File: config.mk
export PLATFORM = sky130hd
export DESIGN_NAME = ptw_ctrl
export DESIGN_NICKNAME = d
export VERILOG_FILES = /design/src/sv/ptw_pkg.sv /design/src/sv/ptw_ctrl.sv
export SDC_FILE = /design/constraint.sdc
export NUM_CORES = 1
export LEC_CHECK = 0
export ABC_AREA = 1
export BUFFER_PORTS_ARGS = -buffer_cell sky130_fd_sc_hd__buf_2
export CORE_UTILIZATION = 28
export CTS_CLUSTER_DIAMETER = 50
export DETAILED_ROUTE_END_ITERATION = 10
export GPL_TIMING_DRIVEN = 0
export PLACE_DENSITY = 0.59
export SETUP_SLACK_MARGIN = 0.15
export SYNTH_ARGS = -nofsm -noshare
export SYNTH_HDL_FRONTEND = slang
export SYNTH_SLANG_ARGS = --single-unit
File: constraint.sdc
create_clock -name aclk -period 0.9 [get_ports aclk]
set_input_delay 0.18 -clock aclk [delete_from_list [all_inputs] [get_ports aclk]]
set_output_delay 0.18 -clock aclk [all_outputs]
set_load 0.01 [all_outputs]
File: src/sv/ptw_pkg.sv
`timescale 1ns / 1ps
package ptw_pkg;

    // Table geometry
    localparam int ENTRIES_PER_TABLE = 512;
    localparam int TABLE_COUNT       = 16;
    localparam int IDX_W             = $clog2(ENTRIES_PER_TABLE);
    localparam int TBL_W             = $clog2(TABLE_COUNT);
    localparam int FREE_W            = $clog2(TABLE_COUNT + 1);
    localparam int STORE_DEPTH       = TABLE_COUNT * ENTRIES_PER_TABLE;
    localparam int ADDR_W            = $clog2(STORE_DEPTH);
    localparam int ENTRY_W           = 64;
    localparam int VA_W              = 48;
    localparam int PA_W              = 52;
    localparam int FLAGS_W           = 12;
    localparam int LEVEL_W           = 2;
    localparam logic [LEVEL_W-1:0] LEVEL_LAST = 2'd3;

    // Request commands
    localparam logic [1:0] CMD_MAP       = 2'd0;
    localparam logic [1:0] CMD_UNMAP     = 2'd1;
    localparam logic [1:0] CMD_TRANSLATE = 2'd2;
    localparam logic [1:0] CMD_NONE      = 2'd3;

    // Store write data select
    localparam logic [1:0] WR_ZERO = 2'd0;
    localparam logic [1:0] WR_LINK = 2'd1;
    localparam logic [1:0] WR_LEAF = 2'd2;

    // Result kinds
    localparam logic [1:0] RES_OK    = 2'd0;
    localparam logic [1:0] RES_FAIL  = 2'd1;
    localparam logic [1:0] RES_FRAME = 2'd2;

    typedef struct packed {
        logic [1:0]         command;
        logic [VA_W-1:0]    virt_addr;
        logic [PA_W-1:0]    frame_addr;
        logic [FLAGS_W-1:0] entry_flags;
        logic               exec_disable;
    } ptw_req_t;

    typedef struct packed {
        logic            success;
        logic [PA_W-1:0] phys_frame;
    } ptw_rsp_t;

    // Controller to datapath
    typedef struct packed {
        logic       clr_wr;
        logic       load_req;
        logic       mem_rd;
        logic       mem_wr;
        logic [1:0] wr_sel;
        logic       descend;
        logic       alloc;
        logic       set_res;
        logic [1:0] res_kind;
        logic       load_out;
    } ptw_cmd_t;

    // Datapath to controller
    typedef struct packed {
        logic [1:0] command;
        logic       level_last;
        logic       present;
        logic       pool_empty;
        logic       clr_last;
    } ptw_sts_t;

endpackage

File: src/sv/ptw_ctrl.sv
`timescale 1ns / 1ps
module ptw_ctrl (
    input  logic              aclk,
    input  logic              aresetn,
    input  logic              s_valid,
    output logic              s_ready,
    output logic              m_valid,
    input  logic              m_ready,
    input  ptw_pkg::ptw_sts_t sts,
    output ptw_pkg::ptw_cmd_t cmd
);
    import ptw_pkg::*;

    localparam logic [2:0] ST_CLEAR = 3'd0;
    localparam logic [2:0] ST_IDLE  = 3'd1;
    localparam logic [2:0] ST_READ  = 3'd2;
    localparam logic [2:0] ST_EVAL  = 3'd3;
    localparam logic [2:0] ST_DONE  = 3'd4;

    logic [2:0] state_reg, state_next;
    logic       m_valid_reg, m_valid_next;
    logic       is_map;
    logic       is_unmap;

    assign is_map   = (sts.command == CMD_MAP);
    assign is_unmap = (sts.command == CMD_UNMAP);

    // Sequence the walk
    always_comb begin
        state_next = state_reg;
        cmd        = '0;
        s_ready    = 1'b0;
        unique case (state_reg)
            ST_CLEAR: begin
                cmd.clr_wr = 1'b1;
                if (sts.clr_last) begin
                    state_next = ST_IDLE;
                end
            end
            ST_IDLE: begin
                s_ready = 1'b1;
                if (s_valid) begin
                    cmd.load_req = 1'b1;
                    state_next   = ST_READ;
                end
            end
            ST_READ: begin
                priority if (sts.command == CMD_NONE) begin
                    cmd.set_res  = 1'b1;
                    cmd.res_kind = RES_OK;
                    state_next   = ST_DONE;
                end else if (sts.level_last && (is_map || is_unmap)) begin
                    cmd.mem_wr   = 1'b1;
                    cmd.wr_sel   = is_map ? WR_LEAF : WR_ZERO;
                    cmd.set_res  = 1'b1;
                    cmd.res_kind = RES_OK;
                    state_next   = ST_DONE;
                end else begin
                    cmd.mem_rd = 1'b1;
                    state_next = ST_EVAL;
                end
            end
            ST_EVAL: begin
                priority if (sts.level_last) begin
                    cmd.set_res  = 1'b1;
                    cmd.res_kind = RES_FRAME;
                    state_next   = ST_DONE;
                end else if (sts.present) begin
                    cmd.descend = 1'b1;
                    state_next  = ST_READ;
                end else if (is_map && !sts.pool_empty) begin
                    cmd.mem_wr = 1'b1;
                    cmd.wr_sel = WR_LINK;
                    cmd.alloc  = 1'b1;
                    state_next = ST_READ;
                end else begin
                    cmd.set_res  = 1'b1;
                    cmd.res_kind = is_map ? RES_FAIL : RES_OK;
                    state_next   = ST_DONE;
                end
            end
            ST_DONE: begin
                if (!m_valid_reg || m_ready) begin
                    cmd.load_out = 1'b1;
                    state_next   = ST_IDLE;
                end
            end
            default: begin
                state_next = ST_IDLE;
            end
        endcase
    end

    // Hold the result until the transfer completes
    always_comb begin
        m_valid_next = m_valid_reg;
        if (cmd.load_out) begin
            m_valid_next = 1'b1;
        end else if (m_ready) begin
            m_valid_next = 1'b0;
        end
    end

    always_ff @(posedge aclk) begin
        if (!aresetn) begin
            state_reg   <= ST_CLEAR;
            m_valid_reg <= 1'b0;
        end else begin
            state_reg   <= state_next;
            m_valid_reg <= m_valid_next;
        end
    end

    assign m_valid = m_valid_reg;

endmodule

==> metrics.cfg <==
[status]
status = finished, violations left
violations = setup timing

[setup_path]
arrival_ns = 1.20
required_ns = 0.72
worst-setup-path-type = flip-flop to output pin
cp_cell_sequence = buf_12 -> nor2_4 -> nand3_4 -> o21ai_2 -> buf_2
slowest_delay_ns = 0.37
cpMaxStageDelayCell = dfxtp_4
cp-end-kind = output pin
critPathBufInv = 2
startpoint_type = flip-flop
crit_family = flip-flops
path_max_fanout = 4

[timing]
fin_crit_sh_pct = 154
setup-tns-final_ns = -6.68
setup_violations = 16
setup_ws_ns = -0.484
relSlewSlack_pct = 84.6
finClkSkew_ns = 0.00100
fmax_mhz = 722
rsz0062_at_grt = true
final_hold_viol_count = 0
finalCriticalPeriod_ns = 1.38
tightest_slew_ns = 0.231
drv_slew = 0

[clock_network]
cts_hold_buf = 0
clock_latency_ns = 0.24
cts_buffers = 3
clockBufferDepth = 2
cts_tree = built
clk_pin_slew_ns = 0.04
tritoncts_num_sinks = 4
clock-root-buffer = clkbuf_4
cts-htree-levels = 1

[logic_synthesis]
synth-xor-area-share_pct = 0
synth_cell_types = 16
synth_nets = 80
synth_top_family_by_area = simple AND/OR/NAND/NOR gates
synthAdderAreaFrac_pct = 0
ys_ff_latch = 4
synth_warnings = 0
synth.area.mux_share_pct = 0
synthSimpleGateAreaFrac_pct = 57.6
synth_compound_area_share_pct = 5.59
netlist_area_um2 = 380
syn_inst = 70
syn_avg_cell_area_um2 = 5.43
synth_seq_area_share_pct = 21.1

[place]
dpl_worst_slack_ns = -0.285
globalplace.congestion = 0.723
placed_cell_area_um2 = 579
hpwl_um = 751
port_buffers = 23

[route]
via_per_inst = 4.64
first_iter_violations = 12
drtPass1Iterations = 4
route.vias.total = 562
wire_per_inst_um = 10.1
drc = 0
ant_nets = 0
routed_wl_um = 1220

[run]
drv_cap = 0

[layout]
drive_above_1_share_pct = 69.2
fin_area_um2 = 852
multi_input_area_um2 = 378
n_antenna_cell = 0
largest_register_ffs = 3
syn_to_final_growth_pct = 124
final_util_pct = 71.8
nNetsFinal = 118
nFillCells = 98
ff_latch_area_um2 = 92.6

[global_routing]
antenna_found_initial = 0
overflow = 0
grt_pass1_wl_um = 1640
grt_usage_pct = 15.9
grt_pass1_vias = 442
grt_max_degree = 8

[die]
die_x_um = 38.9
start_util_pct = 32.1
num_io_pins = 24
rows = 12
dieArea_mm2 = 0.00151
die_h_um = 38.9
coreArea_mm2 = 0.00119

[pwr]
ir_drop_v = 0.00123
power.leakage_nw = 0.416
cellPowerDensity_mw_per_mm2 = 1140

[hold_path]
hp-class = input pin to flip-flop

[cells in the mapped netlist]
library cell	n	area, um^2
inv_2	1	3.75
nand3b_1	1	7.51
nand2_1	14	52.6
o21ai_2	1	8.76
nor3_1	1	5.00
nor2_2	3	18.8
o21ai_1	1	5.00
nand2_2	2	12.5
nand4_1	1	6.26
buf_4	1	7.51
nor2_1	17	63.8
dfxtp_1	4	80.1
inv_1	13	48.8
nor4_2	1	12.5
nand3_1	8	40.0
o21a_1	1	7.51
[worst paths after layout]
path | slack, ns | start | to | depth (start not counted)
worst max-delay path | -0.48 | state_reg[0]$_SDFFE_PN0P_ | cmd[8] | 5
worst min-delay path | 0.16 | aresetn | state_reg[2]$_SDFFE_PN0P_ | 3
worst min register to register | 0.60 | m_valid$_SDFFE_PN0P_ | m_valid$_SDFFE_PN0P_ | 4
worst max register to register | -0.39 | state_reg[0]$_SDFFE_PN0P_ | state_reg[0]$_SDFFE_PN0P_ | 7
[final cells by class]
| class | count | area share (%) |
|---|---|---|
| well taps | 14 | 2.06 |
| clock buffers | 4 | 3.08 |
| inverters | 14 | 7.05 |
| plain buffers | 1 | 0.881 |
| repair buffers | 33 | 31.7 |
| flip-flops and latches | 4 | 10.9 |
| multi-input cells | 51 | 44.3 |
[report_power, final]
part | switching [mW] | total, mW | internal (mW)
logic | 0.235 | 0.482 | 0.247
clock network | 0.0827 | 0.250 | 0.167
registers | 0.0396 | 0.236 | 0.196
[logic make-up after synthesis]
family / after synthesis
compound gates: 3
simple gates: 48
buf+inv: 15
flops: 4
[layout by cell type (no fill, tap or decap), drive strengths merged]
| cell type | netlist | layout |
|---|---|---|
| nand2 | 16 | 16 |
| o21a | 1 | 1 |
| nand3b | 1 | 1 |
| nor2 | 20 | 20 |
| nor3 | 1 | 1 |
| inv | 14 | 14 |
| dfxtp | 4 | 4 |
| buf | 1 | 34 |
| nor4 | 1 | 1 |
| clkbuf | 0 | 4 |
| nand3 | 8 | 8 |
| nand4 | 1 | 1 |
| o21ai | 2 | 2 |
[timing repair]
| item | CTS | global route |
|---|---|---|
| setup endpoints to repair | 18 | 18 |
| pin swaps | 14 | 11 |
| buffers inserted | 5 | 5 |
| resized for setup | 25 | 9 |
| endpoints found under the hold margin | 0 | 0 |
[worst min-delay path: stages]
cell and delay, ns:
buf_2 0.09, nand2_1 0.05, inv_1 0.04
[stage by stage]
step	power (mW)	instances	hold WS (ns)
floorplan	0.410	70	0.278
global placement	0.493	107	0.379
detailed placement	0.495	107	0.383
CTS	0.862	116	0.132
global route	1.03	121	0.158
finish	0.968	121	0.158
[routing by layer]
| metal | track usage, % | share of wire, % | vias to the layer above |
|---|---|---|---|
| met2 | 26.3 | 50 | 22 |
| met3 | 6.94 | 4.7 | 0 |
| met4 | 2.59 | 0 | 0 |
| li1 | - | - | 290 |
| met1 | 19.0 | 45 | 250 |
| met5 | 0 | 0 | - |
Note: power is estimated with default switching activity, not from simulation.
